### src/hdl/srrw_pkg.sv
package srrw_pkg;

    localparam int MAX_WINDOW    = 8;
    localparam int MAX_SEQ_RANGE = 32;

    // field and register widths fixed by the interface
    localparam int SEQ_W       = 5;
    localparam int CFG_WIN_W   = 4;
    localparam int CFG_RANGE_W = 6;
    localparam int CFG_DATA_W  = 6;
    localparam int CFG_IDX_W   = 2;

    localparam int SLOT_W = $clog2(MAX_WINDOW);

    localparam logic [CFG_IDX_W-1:0] REG_WINDOW_SIZE = CFG_IDX_W'(0);
    localparam logic [CFG_IDX_W-1:0] REG_SEQ_RANGE   = CFG_IDX_W'(1);

    localparam logic [CFG_WIN_W-1:0]   WINDOW_RESET = CFG_WIN_W'(7);
    localparam logic [CFG_RANGE_W-1:0] RANGE_RESET  = CFG_RANGE_W'(17);

    // result of the window check for one arriving sequence number
    typedef struct packed {
        logic                   hit;
        logic                   at_base;
        logic [SLOT_W-1:0]      slot;
        logic [CFG_RANGE_W-1:0] range;
        logic [CFG_WIN_W-1:0]   win;
    } srrw_check_t;

endpackage

### src/hdl/srrw_window_check.sv
module srrw_window_check (
    input  logic [srrw_pkg::CFG_WIN_W-1:0]   window_size,
    input  logic [srrw_pkg::CFG_RANGE_W-1:0] seq_range,
    input  logic [srrw_pkg::SEQ_W-1:0]       seq_num,
    input  logic [srrw_pkg::SEQ_W-1:0]       base,
    input  logic [srrw_pkg::SLOT_W-1:0]      head,
    output srrw_pkg::srrw_check_t            check
);
    import srrw_pkg::*;

    logic [CFG_RANGE_W-1:0] rng;
    logic [CFG_WIN_W-1:0]   win;
    logic [CFG_RANGE_W-1:0] seq_ext;
    logic [CFG_RANGE_W-1:0] base_ext;
    logic [CFG_RANGE_W-1:0] delta;

    always_comb begin
        priority if (seq_range < CFG_RANGE_W'(2)) begin
            rng = CFG_RANGE_W'(2);
        end else if (seq_range > CFG_RANGE_W'(MAX_SEQ_RANGE)) begin
            rng = CFG_RANGE_W'(MAX_SEQ_RANGE);
        end else begin
            rng = seq_range;
        end
    end

    // clamp to [1, MAX_WINDOW], then below the range
    always_comb begin
        priority if (window_size == '0) begin
            win = CFG_WIN_W'(1);
        end else if (window_size > CFG_WIN_W'(MAX_WINDOW)) begin
            win = CFG_WIN_W'(MAX_WINDOW);
        end else begin
            win = window_size;
        end
        if ({{(CFG_RANGE_W-CFG_WIN_W){1'b0}}, win} > rng - CFG_RANGE_W'(1)) begin
            win = CFG_WIN_W'(rng - CFG_RANGE_W'(1));
        end
    end

    assign seq_ext  = CFG_RANGE_W'(seq_num);
    assign base_ext = CFG_RANGE_W'(base);

    // circular distance from the base, wrapping modulo the range
    always_comb begin
        if (seq_ext >= base_ext) begin
            delta = seq_ext - base_ext;
        end else begin
            delta = seq_ext - base_ext + rng;
        end
    end

    assign check.hit     = (seq_ext < rng) &&
                           (delta < {{(CFG_RANGE_W-CFG_WIN_W){1'b0}}, win});
    assign check.at_base = (delta == '0);
    assign check.slot    = head + delta[SLOT_W-1:0];
    assign check.range   = rng;
    assign check.win     = win;

endmodule

### src/hdl/selective_repeat_receive_window.sv
// Selective-repeat receive window.
// Input channel s_valid/s_ready carries one arriving sequence number per word.
// A number inside the circular window [base, base+W-1] (mod range) marks its
// slot in an 8-entry ring of received flags. A number equal to the base also
// releases the run of consecutive received numbers on m_valid/m_ready, in
// order, one word per cycle, with m_last_of_run high on the final word.
// Other numbers, and numbers at or above the range, produce no output.
// Drain: an arrival at the base starts the drain sequencer, which releases
// the run of 1 to W numbers (W at most 8); no new item is taken until the
// run is done. The drain walks the ring with a single base incrementer and
// compare that wraps modulo the range.
// s_ready is low while a run is draining. A stall on m_ready holds the output
// register and pauses the drain; nothing is dropped.
// Writes on cfg_wr_en (index 0 window size, 1 sequence range) take effect at
// once and also clear base, head slot and all flags; other indexes are ignored.
// Reset (aresetn low, synchronous) loads window 7, range 17, base 0, head slot
// 0, all flags clear, and empties the output register.
module selective_repeat_receive_window (
    input  logic                             aclk,
    input  logic                             aresetn,
    input  logic                             cfg_wr_en,
    input  logic [srrw_pkg::CFG_IDX_W-1:0]   cfg_index,
    input  logic [srrw_pkg::CFG_DATA_W-1:0]  cfg_wr_data,
    input  logic                             s_valid,
    output logic                             s_ready,
    input  logic [srrw_pkg::SEQ_W-1:0]       s_seq_num,
    output logic                             m_valid,
    input  logic                             m_ready,
    output logic [srrw_pkg::SEQ_W-1:0]       m_delivered_seq,
    output logic                             m_last_of_run
);
    import srrw_pkg::*;

    typedef enum logic {
        ST_IDLE,
        ST_DRAIN
    } state_t;

    state_t                  state_reg;
    logic [CFG_WIN_W-1:0]    window_size_reg;
    logic [CFG_RANGE_W-1:0]  seq_range_reg;
    logic [SEQ_W-1:0]        base_reg;
    logic [SLOT_W-1:0]       head_reg;
    logic [MAX_WINDOW-1:0]   flags_reg;
    logic [CFG_WIN_W-1:0]    cnt_reg;
    logic                    m_valid_reg;
    logic [SEQ_W-1:0]        m_seq_reg;
    logic                    m_last_reg;

    srrw_check_t             check;
    logic                    out_free;
    logic                    drain_step;
    logic                    m_valid_next;
    logic [SLOT_W-1:0]       head_next;
    logic [CFG_RANGE_W-1:0]  base_inc;
    logic [SEQ_W-1:0]        base_next;
    logic [CFG_WIN_W-1:0]    cnt_next;
    logic                    run_last;

    srrw_window_check u_check (
        .window_size (window_size_reg),
        .seq_range   (seq_range_reg),
        .seq_num     (s_seq_num),
        .base        (base_reg),
        .head        (head_reg),
        .check       (check)
    );

    assign s_ready         = (state_reg == ST_IDLE);
    assign m_valid         = m_valid_reg;
    assign m_delivered_seq = m_seq_reg;
    assign m_last_of_run   = m_last_reg;

    assign out_free     = !m_valid_reg || m_ready;
    assign drain_step   = (state_reg == ST_DRAIN) && out_free;
    assign m_valid_next = drain_step || (m_valid_reg && !m_ready);
    assign head_next    = head_reg + SLOT_W'(1);
    assign base_inc     = CFG_RANGE_W'(base_reg) + CFG_RANGE_W'(1);
    assign base_next    = (base_inc == check.range) ? '0 : base_inc[SEQ_W-1:0];
    assign cnt_next     = cnt_reg + CFG_WIN_W'(1);
    // run ends at the window length or at the first gap
    assign run_last     = (cnt_next == check.win) || !flags_reg[head_next];

    always_ff @(posedge aclk) begin
        if (!aresetn) begin
            state_reg       <= ST_IDLE;
            window_size_reg <= WINDOW_RESET;
            seq_range_reg   <= RANGE_RESET;
            base_reg        <= '0;
            head_reg        <= '0;
            flags_reg       <= '0;
            cnt_reg         <= '0;
            m_valid_reg     <= 1'b0;
        end else begin
            m_valid_reg <= m_valid_next;
            unique case (state_reg)
                ST_IDLE: begin
                    if (s_valid && check.hit) begin
                        flags_reg[check.slot] <= 1'b1;
                        if (check.at_base) begin
                            cnt_reg   <= '0;
                            state_reg <= ST_DRAIN;
                        end
                    end
                end
                ST_DRAIN: begin
                    if (out_free) begin
                        m_seq_reg           <= base_reg;
                        m_last_reg          <= run_last;
                        flags_reg[head_reg] <= 1'b0;
                        base_reg            <= base_next;
                        head_reg            <= head_next;
                        cnt_reg             <= cnt_next;
                        if (run_last) begin
                            state_reg <= ST_IDLE;
                        end
                    end
                end
                default: begin
                    state_reg <= ST_IDLE;
                end
            endcase
            if (cfg_wr_en) begin
                if (cfg_index == REG_WINDOW_SIZE) begin
                    window_size_reg <= cfg_wr_data[CFG_WIN_W-1:0];
                    base_reg        <= '0;
                    head_reg        <= '0;
                    flags_reg       <= '0;
                end else if (cfg_index == REG_SEQ_RANGE) begin
                    seq_range_reg <= cfg_wr_data[CFG_RANGE_W-1:0];
                    base_reg      <= '0;
                    head_reg      <= '0;
                    flags_reg     <= '0;
                end
            end
        end
    end

endmodule
### config.mk
export PLATFORM = sky130hd
export DESIGN_NAME = selective_repeat_receive_window
export DESIGN_NICKNAME = d
export VERILOG_FILES = /design/src/hdl/srrw_pkg.sv /design/src/hdl/srrw_window_check.sv /design/src/hdl/selective_repeat_receive_window.sv
export SDC_FILE = /design/constraint.sdc
export NUM_CORES = 1
export LEC_CHECK = 0
export ABC_AREA = 0
export BUFFER_PORTS_ARGS = -buffer_cell sky130_fd_sc_hd__buf_4
export CORE_AREA = 2 2 111 113
export CTS_CLUSTER_DIAMETER = 150
export DETAILED_ROUTE_END_ITERATION = 16
export DIE_AREA = 0 0 113 115
export SLEW_MARGIN = 10
export SYNTH_ARGS = -nofsm -noshare
export SYNTH_HDL_FRONTEND = slang
export SYNTH_HIERARCHICAL = 1
export SYNTH_SLANG_ARGS = --single-unit
export TNS_END_PERCENT = 20
### constraint.sdc
create_clock -name aclk -period 3.9 [get_ports aclk]
set_input_delay 0.195 -clock aclk [delete_from_list [all_inputs] [get_ports aclk]]
set_output_delay 0.195 -clock aclk [all_outputs]
set_load 0.02 [all_outputs]
==> summary by stage, run 1 <==
Global route
met2 is the most crowded layer. In the global route stage, met1 resource usage came out at 0.152. In the global route stage, overall resource usage came out at 0.117. The initial antenna violation count was 0. For this run, global-route usage on met2 was measured as 0.200. Entering global routing, the biggest net connects 16 pins.

Global routing finished with a remaining overflow of 0. The first global-routing pass estimated 12300 microns of wire. The number of global-route vias before repair is 2613.

For met3 alone, demand over resource in global routing was 0.0163.

Power and ir drop
The switching power total is 0.313 mW. The fraction of power spent switching nets is 0.265. The clock group share of total power is 0.403.

The portion of total power attributed to sequential cells is 0.345. Of the total power, combinational logic draws 0.252. Total power for the finished layout comes to 1.18 mW. The cell internal power dissipation is 0.868 mW. The peak supply drop is 0.211 mV. The analysis attributes to cell leakage a power of 1.50 nW. The power per unit of standard cell area is 315 mW/mm^2.

Place
Routability-driven placement finished with a final weighted congestion of 0.859. The HPWL after detailed placement is 5720 microns. The worst slack after detailed placement is -0.0918 ns. The total placed instance area is 0.00336 sq mm. Input and output buffers added on the ports amount to 25.

Timing
Clock skew on the completed layout was measured at 0.00538 ns. In the final timing run, aggregate negative setup slack is 0 ns. The number of pins exceeding their max-slew limit in the final report is 0. The fmax is 260 MHz. The final critical-path share of the clock period is 0.987. Headroom to the max-slew limit came out at 0.643.

In the post-route analysis, the smallest setup slack over all paths is 0.0488 ns. At the pin with the least slew margin, the transition time is 0.534 ns. The post-route minimum period is 3.85 ns.

Setup repair after global routing could not meet its margin everywhere. The number of endpoints with negative hold slack in the final report is 0. Hold timing on the final database bottoms out at a slack of 0.127 ns. The final setup violation count is 0.

Synthesis
The count of yosys warnings during synthesis is 6. The number of instances in the synthesized netlist is 327. Counting flops and latches in the post-synthesis netlist gives 38. Counting every net in the synthesized netlist gives 372. Among all flip-flop cells after synthesis, the most frequent one is sky130_fd_sc_hd__dfxtp_1. The post-synthesis cell area is 0.00287 sq mm. The share of the Yosys chip area taken by registers is 0.286. The number of flops mapped to enable cells by yosys is 6. The post-synthesis cell type count is 56.

A synthesized cell averages 8.78 sq um. Counting flops with an async set or reset pin after synthesis yields a share of 0.

Finish
The proportion of layout cells with a drive suffix above 1 is 0.272. The area added between synthesis and finish is 30.5%. After routing the design area is 0.00374 sq mm. The number of flip-flops in the largest register is 8.

The library cells used most frequently in the layout, excluding fill and tap cells, are sky130_fd_sc_hd__buf_4 (52), sky130_fd_sc_hd__dfxtp_1 (29), sky130_fd_sc_hd__nand2_1 (23). The most common library cell in the layout ignoring fill and taps is sky130_fd_sc_hd__buf_4. The post-layout net count is 422.

The number of diodes added for antenna fixing is 0.

Worst setup path
STA puts the critical path data required time at 4.07 ns. The delay of the slowest cell on the worst path is 0.32 ns. The worst path buffer plus inverter count is 3. The maximum fanout along the worst path is 4. The slowest stage of the critical path is the sky130_fd_sc_hd__dfxtp_2 cell. STA classifies the critical path startpoint as a flip-flop. The critical path in this run is classified as reg2reg. Traced cell by cell, the critical path runs through nor3_2 > buf_4 > nand2b_4 > nand3b_1 > ha_4 > xor2_4 > ha_4 > o21ai_2 > a21oi_2 > o2111ai_2 > buf_6 > nor2_4 > a21oi_2 > ha_1 > o211ai_1 > a21oi_1 > nor4_1 > buf_4 > nand3_2 > o211ai_1 > o21ai_1 > a21o_1. The data arrival time of the critical path is 4.02 ns. Among cell families on the critical path, the largest total delay comes from compound AO/OA/AOI/OAI gates. STA classifies the critical path endpoint as a flip-flop.

Die
The initial utilization of the core area, before any placement, comes to 0.243. In this run the count of I/O pins placed on the die edge is 26. The total core area is 0.0118 sq mm. The vertical extent of the die is 115 microns. The overall die area is 0.0130 sq mm. The horizontal die dimension is 113 microns. The number of standard-cell rows in the floorplan is 40.

Clock network
The clock root buffer is sky130_fd_sc_hd__clkbuf_16. The clock network latency to the later pin of the worst-skew pair is 0.28 ns. The CTS tree is built. The clock slew at the register clock pins of the worst setup and hold paths is 0.06 ns. Counting along the longest clock path gives a buffer depth of 2. The number of clock buffers inserted by TritonCTS is 5. The number of clock sinks is 38. The CTS H-tree depth is 2.

Routing
The vias after detailed routing is 2579. The number of routed nets with antenna violations is 0. Dividing the detail-routed wire length by the instance count gives 14.3 microns. The ratio of routed vias to standard cells is 4.91. The first routing iteration left 105 violations. The number of detailed-routing iterations run before antenna repair is 11. Summed over all layers, the routed wires come to 7510 microns. In the routed design, unresolved DRC markers number 1.

Hold path
The class of the most critical hold timing path is in2reg.

Outcome
The checks that failed: DRC. The run finished, with violations left.

Job
The count of max-cap constraint violations is 0.
synth_stat cells (all sizes together) (2+ instances only):
library cell,instances,area share
a211oi,13,0.036
a21o,5,0.013
a21oi,19,0.033
a221oi,2,0.0083
a31oi,4,0.0087
and2,3,0.0065
and3,2,0.0044
buf,5,0.0083
clkbuf,5,0.0065
dfxtp,32,0.22
edfxtp,6,0.063
fa,3,0.021
ha,24,0.10
inv,22,0.029
maj3,3,0.012
mux2,2,0.0078
mux2i,11,0.038
mux4,2,0.018
nand2,23,0.030
nand2b,12,0.030
nand3,13,0.023
nand3b,3,0.0078
nand4,3,0.0065
nor2,22,0.029
nor2b,5,0.011
nor3,3,0.0052
nor3b,2,0.0052
o211ai,4,0.010
o21a,3,0.0078
o21ai,22,0.038
o21bai,2,0.0052
o31ai,2,0.0052
or3b,3,0.0092
xnor2,15,0.046
xor2,15,0.048
path summary, 6_finish.rpt:
path / from / endpoint / slack (ns) / cells past startpoint
worst min-delay path: cfg_wr_data[4] / seq_range_reg[4] / 0.13 / 3
worst max register to register: seq_range_reg[2] / cnt_reg[2] / 0.05 / 22
worst min register to register: cnt_reg[1] / cnt_reg[1] / 0.49 / 2
worst max-delay path: seq_range_reg[2] / cnt_reg[2] / 0.05 / 22
final cells by class:
class                           instances  area, sq um
Fill cell                            1225         8070
Multi-Input combinational cell        257         2080
Sequential cell                        38          825
Timing Repair Buffer                   53          402
Tap cell                              147          184
Clock buffer                            7          143
Inverter                               22         82.6
Clock inverter                          1         30.0
per-stage QoR:
step / util / cells
final: 0.317 / 525
after global routing: 0.317 / 525
after CTS: 0.301 / 519
after detailed placement: 0.285 / 510
after global placement: 0.285 / 510
after floorplan: - / 327
layer usage:
metal / up-vias / wire, microns
met5: - / 0
met4: 0 / 129
met3: 8 / 310
met2: 48 / 3660
met1: 1243 / 3400
li1: 1280 / -
power groups by stage:
stage	clock [mW]	combinational, mW	sequential [mW]
6_report	0.476	0.298	0.407
5_1_grt	0.512	0.328	0.407
4_1_cts	0.491	0.250	0.406
3_5_place_dp	0	0.242	0.415
3_3_place_gp	0	0.235	0.415
2_1_floorplan	0	0.164	0.414
worst reg2reg max path: stages, from the launching register on:
cell and delay, ns:
sky130_fd_sc_hd__dfxtp_2 0.32, sky130_fd_sc_hd__nor3_2 0.16, sky130_fd_sc_hd__buf_4 0.17, sky130_fd_sc_hd__nand2b_4 0.05, sky130_fd_sc_hd__nand3b_1 0.14, sky130_fd_sc_hd__ha_4 0.19
sky130_fd_sc_hd__xor2_4 0.18, sky130_fd_sc_hd__ha_4 0.22, sky130_fd_sc_hd__o21ai_2 0.12, sky130_fd_sc_hd__a21oi_2 0.05, sky130_fd_sc_hd__o2111ai_2 0.23, sky130_fd_sc_hd__buf_6 0.16
sky130_fd_sc_hd__nor2_4 0.03, sky130_fd_sc_hd__a21oi_2 0.13, sky130_fd_sc_hd__ha_1 0.25, sky130_fd_sc_hd__o211ai_1 0.19, sky130_fd_sc_hd__a21oi_1 0.06, sky130_fd_sc_hd__nor4_1 0.31
sky130_fd_sc_hd__buf_4 0.17, sky130_fd_sc_hd__nand3_2 0.06, sky130_fd_sc_hd__o211ai_1 0.25, sky130_fd_sc_hd__o21ai_1 0.12, sky130_fd_sc_hd__a21o_1 0.17
kinds of logic after synthesis:
group | count (synthesis) | share of synthesized area
adders and majority gates | 30 | 0.137
buffers and inverters | 32 | 0.0436
and+or+nand+nor | 99 | 0.181
DFF | 38 | 0.286
muxes | 15 | 0.0645
xor gates and xnor gates | 30 | 0.0942
AOI/OAI and AO/OA | 83 | 0.193
repair_timing:
| item | CTS | global route |
|---|---|---|
| setup buffers | 1 | 6 |
| hold buffers | 0 | 0 |
| cloned | 0 | 0 |
| endpoints found under the setup margin | 11 | 13 |
| gates resized for setup | 6 | 27 |
| pin swaps | 3 | 23 |
No activity file was read; power rests on OpenSTA's default activity.
==> inputs of run 2 (changes only) <==
--- a/config.mk
+++ b/config.mk
@@ -7,10 +7,10 @@
 export LEC_CHECK = 0
 export ABC_AREA = 0
 export BUFFER_PORTS_ARGS = -buffer_cell sky130_fd_sc_hd__buf_4
-export CORE_AREA = 2 2 111 113
+export CORE_AREA = 2 2 83 85
 export CTS_CLUSTER_DIAMETER = 150
 export DETAILED_ROUTE_END_ITERATION = 16
-export DIE_AREA = 0 0 113 115
+export DIE_AREA = 0 0 85 87
 export SLEW_MARGIN = 10
 export SYNTH_ARGS = -nofsm -noshare
 export SYNTH_HDL_FRONTEND = slang
==> constraint.sdc (replaced) <==
create_clock -name aclk -period 4.83 [get_ports aclk]
set_input_delay 1.2075 -clock aclk [delete_from_list [all_inputs] [get_ports aclk]]
set_output_delay 1.2075 -clock aclk [all_outputs]
set_load 0.02 [all_outputs]
==> run 2 against run 1 <==
Clock-buffer cell count shrank 2. The run now ends clean. Cell count shrank 16%. Register-to-register slack gained 0.47 ns. Largest cell class unchanged. Utilization grew 19 points. Critical path type is now in2reg. First-iteration DRC count shrank 24%.
==> summary by stage, run 2 (synthesis gave the netlist of run 1 again) <==
Routing
The iteration-0 DRC count of the detailed router is 80 (-24%). The number of remaining DRC errors is 0 (-1). The final wirelength is 6750 microns (-10%).

The ratio of routed vias to standard cells is 5.58 (+14%). The number of detailed-routing iterations run before antenna repair is 4 (-7). The detailed-route wire length per cell is 15.3 microns (+7.0%).

The number of routed nets with antenna violations is 0 (unchanged). The vias after detailed routing came to 2460 (-4.6%).

Clock network
The clock slew at the register clock pins of the worst setup and hold paths is 0.08 ns (+0.02 ns). The CTS H-tree depth is 2 (unchanged). The CTS tree is built. Clock tree synthesis selected as its root buffer the cell sky130_fd_sc_hd__clkbuf_8. The number of clock buffers inserted by TritonCTS is 5 (unchanged).

The hold buffer count at CTS is 0 (unchanged). The number of clock sinks is 38 (unchanged). The clock network latency to the later pin of the worst-skew pair is 0.29 ns (about the same). The maximum number of buffers from clock root to sink came to 2 (unchanged).

Place
The number of port buffers is 25 (unchanged). The detailed-placement wirelength estimate is 5310 microns (-7.2%). The routability congestion estimate is 0.900 (+4.8%).

Die
The vertical extent of the die is 87 microns (-24%). The number of placed I/O pins is 26 (unchanged). The total core area came to 0.00657 sq mm (-44%). The horizontal die dimension was 85 microns (-25%). The overall die area is 0.00740 sq mm (-43%). The initial core utilization is 0.437 (+0.194). The number of standard-cell rows in the floorplan is 30 (-25%).

Power and ir drop
The static power due to leakage is 1.36 nW (-9.4%). The power per unit of standard cell area is 253 mW/mm^2 (-20%). The total power draw is 0.843 mW (-29%). The peak supply drop came to 0.114 mV (-46%).

Global route
The number of global-route vias before repair is 2291 (-12%). The all-layer global routing usage is 0.192 (+0.0756). The initial antenna violation count is 0 (unchanged). The pin count of the biggest net entering global routing came to 16 (unchanged). The overflow left after global routing is 0 (unchanged). The global-route wire length before repair is 11400 microns (-7.0%).

Finish
The number of flip-flops in the largest register is 8 (unchanged). The number of diodes added for antenna fixing is 0 (unchanged). The post-layout net count is 405 (-4.0%). Leaving out fill and tap cells, the most frequent cells in the layout are sky130_fd_sc_hd__buf_4 (36), sky130_fd_sc_hd__dfxtp_1 (32), sky130_fd_sc_hd__ha_1 (24). The library cell used most frequently in the layout, excluding fill and tap cells, is sky130_fd_sc_hd__buf_4.

The proportion of layout cells with a drive suffix above 1 is 0.172 (-0.101). The number of inserted filler cells in the final layout was 645 (-47%). The area added between synthesis and finish is 16.3%.

Worst setup path
The reg-to-reg endpoint is flags_reg[6]. The depth of the worst register-to-register path is 19 (-14%). The maximum fanout along the worst path is 4 (unchanged).

The nature of the critical path startpoint is an input pin. The critical path required time is 5.04 ns (+0.97 ns). The register-to-register setup slack is 0.52 ns (+0.47 ns). The kind of end point of the critical path is a flip-flop. The data arrival time of the critical path is 4.77 ns (+0.75 ns). The critical path class is in2reg. The worst register-to-register path begins at seq_range_reg[2].

Job
The count of max-cap constraint violations is 0 (unchanged).

Hold path
The worst hold path begins at cnt_reg[1]. The end of the worst hold path is cnt_reg[1]. The number of cells on the worst hold path was 2 (-1).

The path class of the tightest hold or removal check is reg2reg.

Timing
The slew at the pin closest to its max-slew limit was 0.533 ns (-0.00129 ns). The final setup violation count is 0 (unchanged). The post-route minimum period is 4.57 ns. The relative slew slack is 0.644 (+0.000861). The number of endpoints with negative hold slack in the final report is 0 (unchanged). The number of pins exceeding their max-slew limit in the final report is 0 (unchanged). Dividing the final minimum period by the clock period gives 0.945. The worst hold slack across all endpoints is 0.495 ns (+0.368 ns). The total negative setup slack was 0 ns (unchanged). The fmax is 219 MHz.

The post-route clock skew is 0.00811 ns (+0.00273 ns). Setup repair after global routing left no endpoint under its margin.

Outcome
The run finished with clean final reports.
[run 2: cell types whose count changed in the layout (fill, tap and decap cells not counted), moves of 4 or more]
cell and change:
sky130_fd_sc_hd__ha_4 -4, sky130_fd_sc_hd__clkbuf_8 +4, sky130_fd_sc_hd__clkbuf_16 -5, sky130_fd_sc_hd__buf_4 -16
sky130_fd_sc_hd__ha_1 +5
[run 2: layout make-up]
type,instances,area [sq um],share of cell area
multi-input combinational,257,1930,0.579
sequential,38,821,0.246
timing repair buffer,36,270,0.0810
tap,80,100,0.0300
inverter,22,82.6,0.0247
clock buffer,5,68.8,0.0206
clock inverter,3,63.8,0.0191
[run 2: worst max path at each step]
stage,start,end,slack (ns),depth (start not counted)
detailed placement,s_seq_num[0],cnt_reg[2],-0.12,18
global route,s_seq_num[0],cnt_reg[2],0.02,18
finish,s_seq_num[0],flags_reg[6],0.26,19
global placement,s_seq_num[0],flags_reg[6],-0.03,19
CTS,s_seq_num[0],flags_reg[6],0.21,19
floorplan,s_seq_num[0],cnt_reg[2],0.14,17
[run 2: through the flow]
step / cell area [sq um] / utilization / cells / setup WS (ns)
6_report: 3340 / 0.508 / 441 / 0.264
5_1_grt: 3340 / 0.508 / 441 / 0.0157
4_1_cts: 3330 / 0.507 / 441 / 0.212
3_5_place_dp: 3200 / 0.487 / 433 / -0.119
3_3_place_gp: 3200 / 0.487 / 433 / -0.0305
2_1_floorplan: 2870 / - / 327 / 0.137
[run 2: repair_timing]
action                     in CTS  in global routing
setup endpoints to repair       0                 10
resized for setup               0                  1
setup buffers                   0                  0
[run 2: power breakdown]
group	switching [mW]	internal, mW
clock	0.120	0.205
sequential	0.00387	0.324
combinational	0.104	0.0866
total	0.228	0.615
[run 2: critical path, cell delays in order]
cell                       delay, ns
sky130_fd_sc_hd__buf_4          0.11
sky130_fd_sc_hd__inv_1          0.05
sky130_fd_sc_hd__ha_1           0.15
sky130_fd_sc_hd__inv_1          0.05
sky130_fd_sc_hd__fa_1           0.46
sky130_fd_sc_hd__ha_1           0.28
sky130_fd_sc_hd__a21o_1         0.20
sky130_fd_sc_hd__maj3_2         0.32
sky130_fd_sc_hd__xor2_1         0.14
sky130_fd_sc_hd__mux2_2         0.28
sky130_fd_sc_hd__ha_1           0.29
sky130_fd_sc_hd__o211ai_1       0.09
sky130_fd_sc_hd__a21oi_1        0.07
sky130_fd_sc_hd__nor4_2         0.32
sky130_fd_sc_hd__buf_4          0.16
sky130_fd_sc_hd__nand2_1        0.04
sky130_fd_sc_hd__nor2_1         0.22
sky130_fd_sc_hd__a31oi_1        0.13
sky130_fd_sc_hd__a211oi_1       0.21
[run 2: routing by layer]
metal | part of all wire | vias to the layer above | wire (microns) | GRT usage
met3 | 0.032 | 8 | 213 | 0.0313
met1 | 0.50 | 1172 | 3350 | 0.266
li1 | - | 1244 | - | -
met5 | 0 | - | 0 | 0
met2 | 0.46 | 36 | 3080 | 0.312
met4 | 0.015 | 0 | 104 | 0.0534
==> inputs of run 3 (changes only) <==
--- a/config.mk
+++ b/config.mk
@@ -5,12 +5,12 @@
 export SDC_FILE = /design/constraint.sdc
 export NUM_CORES = 1
 export LEC_CHECK = 0
-export ABC_AREA = 0
+export ABC_AREA = 1
 export BUFFER_PORTS_ARGS = -buffer_cell sky130_fd_sc_hd__buf_4
-export CORE_AREA = 2 2 83 85
+export CORE_AREA = 2 2 85 87
 export CTS_CLUSTER_DIAMETER = 150
 export DETAILED_ROUTE_END_ITERATION = 16
-export DIE_AREA = 0 0 85 87
+export DIE_AREA = 0 0 87 89
 export SLEW_MARGIN = 10
 export SYNTH_ARGS = -nofsm -noshare
 export SYNTH_HDL_FRONTEND = slang
==> run 3 against run 2 <==
Cell count rose by 27%. Largest power group unchanged. Combinational power grew 12%. Clock power barely moved. Worst hold slack worse by 0.026 ns. Area after synthesis up 3.1%. Highest routed layer is now met3. Critical path depth increased by 4.
==> summary by stage, run 3 <==
Worst setup path
In this run the worst setup path terminates at flags_reg[6]. Tracing the worst setup path back leads to its startpoint at seq_range_reg[2]. The data arrival time of the critical path is 4.44 ns (-0.33 ns). The critical path in this run is classified as reg2reg. The kind of end point of the critical path is a flip-flop.

The worst-path cell with the longest stage delay is sky130_fd_sc_hd__o21ai_0. The endpoint identified for the worst register-to-register timing path is flags_reg[6]. In this design, the largest share of critical-path delay is due to simple AND/OR/NAND/NOR gates.

The register-to-register setup slack is 0.61 ns (+0.09 ns). The delay of the slowest cell on the worst path is 0.39 ns (-0.07 ns). The worst path buffer plus inverter count was 2 (-2). The nature of the critical path startpoint is a flip-flop.

The critical path required time came to 5.05 ns (about the same). Among the stages of the critical path, the cell type that occurs most often is sky130_fd_sc_hd__nand2_1. The signal on the critical path passes through nor2_1 > nand3_1 > a21oi_1 > inv_1 > ha_1 > xor2_1 > ha_1 > nand2_1 > nor2_1 > a21oi_1 > nand2_2 > o21ai_0 > inv_1 > ha_1 > nand2_1 > nand2_1 > nand2_1 > nand2_1 > nor2_1 > nand2_1 > nor3_1 > a21oi_1 > nor3_1. The worst register-to-register path begins at seq_range_reg[2]. The depth of the worst register-to-register path was 23 (+4). The maximum fanout along the worst path came to 6 (+2). The number of gates on the worst path with buffers counted is 23 (+4).

Clock network
The number of clock buffers inserted by TritonCTS is 5 (unchanged). The maximum number of buffers from clock root to sink came to 2 (unchanged). The clock network latency to the later pin of the worst-skew pair is 0.29 ns (about the same). The number of instances resized during post-cts repair is 0 (unchanged). The CTS H-tree depth came to 2 (unchanged). TritonCTS built the clock tree. The hold buffer count at CTS is 0 (unchanged). The clock slew at the register clock pins of the worst setup and hold paths was 0.08 ns (about the same). The number of clock sinks is 38 (unchanged). The post-CTS repair timing setup buffer count is 0 (unchanged). The cell sitting at the root of the clock tree is a sky130_fd_sc_hd__clkbuf_8.

Synthesis
The cell type with the largest total area after synthesis is sky130_fd_sc_hd__dfxtp_1. After synthesis, the cell types taking the most area are sky130_fd_sc_hd__dfxtp_1 (22%), sky130_fd_sc_hd__nand2_1 (15%), sky130_fd_sc_hd__ha_1 (10%), sky130_fd_sc_hd__inv_1 (9.8%), sky130_fd_sc_hd__a21oi_1 (6.1%). The count of yosys warnings during synthesis is 6 (unchanged). The post-synthesis cell area is 0.00296 sq mm (+3.1%). The number of instances in the synthesized netlist is 452 (+38%). The share of flip-flops with an asynchronous set or reset is 0 (unchanged). The number of flops mapped to enable cells by yosys is 6 (unchanged).

The per-instance average area after synthesis is 6.54 sq um (-25%). The post-synth net total is 497 (+34%). The dominant register cell in the synthesized netlist is sky130_fd_sc_hd__dfxtp_1. The number of storage elements in the synthesis netlist is 38 (unchanged). The post-synthesis cell type count is 33 (-41%). The most frequent cell after synthesis is sky130_fd_sc_hd__nand2_1. The commonest cells after synthesis are sky130_fd_sc_hd__nand2_1 (120), sky130_fd_sc_hd__inv_1 (77), sky130_fd_sc_hd__a21oi_1 (36).

The area share of the largest cell type after synthesis came to 0.217 (-0.00661). The sequential fraction of the synthesis area is 0.277 (-0.00847).

Finish
The area added between synthesis and finish is 13.5%. The number of diodes added for antenna fixing is 0 (unchanged). The library cells used most frequently in the layout, excluding fill and tap cells, are sky130_fd_sc_hd__nand2_1 (120), sky130_fd_sc_hd__inv_1 (77), sky130_fd_sc_hd__a21oi_1 (36). The proportion of layout cells with a drive suffix above 1 is 0.109 (-0.0632). The number of flip-flops in the largest register was 8 (unchanged). The core occupancy in the finished layout came to 0.500 (-0.00819). The library cell used most frequently in the layout, excluding fill and tap cells, is sky130_fd_sc_hd__nand2_1. The number of inserted filler cells in the final layout is 681 (+5.6%).

The post-layout net count is 523 (+29%).

Routing
The iteration-0 DRC count of the detailed router is 91 (+14%). The final wirelength is 7050 microns (+4.5%). The ratio of routed vias to standard cells was 5.03 (-9.8%).

The vias after detailed routing is 2814 (+14%). The number of detailed-routing iterations run before antenna repair was 4 (unchanged). The detailed-route wire length per cell is 12.6 microns (-18%). The number of routed nets with antenna violations is 0 (unchanged).

The number of remaining DRC errors came to 0 (unchanged).

Global route
The number of global-route vias before repair came to 2585 (+13%). The overflow left after global routing is 0 (unchanged). The all-layer global routing usage is 0.195 (+0.00266). The initial antenna violation count is 0 (unchanged).

The pin count of the biggest net entering global routing came to 16 (unchanged). The global-route wire length before repair was 12100 microns (+6.0%).

Power and ir drop
The peak supply drop is 0.123 mV (+8.4%). The static power due to leakage came to 1.70 nW (+25%). The power per unit of standard cell area is 258 mW/mm^2 (+2.3%).

The total power draw is 0.868 mW (+3.0%).

Timing
The final critical-path share of the clock period is 0.873 (-0.0718). Setup repair after global routing left no endpoint under its margin. The number of pins exceeding their max-slew limit in the final report came to 0 (unchanged).

The post-route minimum period is 4.22 ns (-0.347 ns). The post-route clock skew came to 0.00939 ns (+0.00128 ns). The relative slew slack is 0.467 (-0.177).

The total negative setup slack is 0 ns (unchanged). The slew at the pin closest to its max-slew limit was 0.797 ns (+0.264 ns). The number of endpoints with negative hold slack in the final report is 0 (unchanged).

The final setup violation count is 0 (unchanged). The fmax is 237 MHz (+8.2%).

Die
The initial core utilization is 0.440 (+0.00327). The number of placed I/O pins is 26 (unchanged). The horizontal die dimension is 87 microns (+2.4%). The number of standard-cell rows in the floorplan is 30 (unchanged). The total core area was 0.00672 sq mm (+2.3%). The overall die area is 0.00774 sq mm (+4.7%). The vertical extent of the die is 89 microns (+2.3%).

Hold path
The worst hold path begins at window_size_reg[0]. In this run the worst hold path is classified as reg2reg.

Job
The count of max-cap constraint violations is 0 (unchanged).

Outcome
The flow ran to the end, and the final reports show no timing, DRC or antenna violations.

Place
The detailed-placement wirelength estimate is 5510 microns (+3.8%). The routability congestion estimate is 0.886 (-1.6%). The number of port buffers is 25 (unchanged).
## run 3: cell families (layout without fill, tap and decap cells)
logic type | count (synthesis) | after routing | synth area share
buf+inv | 89 | 116 | 0.114
flops | 38 | 38 | 0.277
xor+xnor | 13 | 13 | 0.0385
fa+ha+maj | 27 | 27 | 0.122
compound gates | 69 | 69 | 0.129
simple gates | 216 | 216 | 0.320
## run 3: worst min path at each step
stage / slack, ns / depth (start not counted) / endpoint
2_1_floorplan: 0.43 / 2 / window_size_reg[0]
3_3_place_gp: 0.45 / 2 / window_size_reg[0]
3_5_place_dp: 0.45 / 2 / window_size_reg[0]
4_1_cts: 0.47 / 2 / window_size_reg[0]
5_1_grt: 0.50 / 2 / window_size_reg[0]
6_report: 0.47 / 2 / window_size_reg[0]
## run 3: layout make-up
| cell class | instances | area, sq um | area share |
|---|---|---|---|
| flip-flops and latches | 38 | 821 | 0.244 |
| clock buffers | 5 | 68.8 | 0.0205 |
| repair buffers | 25 | 188 | 0.0559 |
| multi-input cells | 325 | 1800 | 0.536 |
| well taps | 80 | 100 | 0.0298 |
| inverters | 83 | 312 | 0.0928 |
| clock inverters | 3 | 68.8 | 0.0205 |
## run 3: worst min-delay path: stages, from the launching register on
cell and delay, ns:
sky130_fd_sc_hd__dfxtp_1 0.34, sky130_fd_sc_hd__nand2_1 0.05, sky130_fd_sc_hd__nand3_1 0.05
## run 3: stage by stage
stage | cells | setup WS (ns) | hold WS [ns] | cell area [sq um]
2_1_floorplan | 452 | 0.801 | 0.429 | 2960
3_3_place_gp | 551 | 0.377 | 0.448 | 3220
3_5_place_dp | 551 | 0.327 | 0.453 | 3220
4_1_cts | 559 | 0.596 | 0.473 | 3360
5_1_grt | 559 | 0.0413 | 0.500 | 3360
6_report | 559 | 0.611 | 0.469 | 3360
## run 3: layer usage
| metal | global-route usage | share of wire | vias to the layer above |
|---|---|---|---|
| met1 | 0.271 | 0.49 | 1260 |
| li1 | - | - | 1500 |
| met3 | 0.0305 | 0.041 | 0 |
| met5 | 0 | 0 | - |
| met2 | 0.316 | 0.46 | 54 |
| met4 | 0.0526 | 0 | 0 |
## run 3: report_power, final
part / leakage (nW) / switching (mW) / internal [mW]
registers: 0.317 / 0.00493 / 0.325
logic: 1.32 / 0.131 / 0.0817
clock network: 0.0683 / 0.118 / 0.207
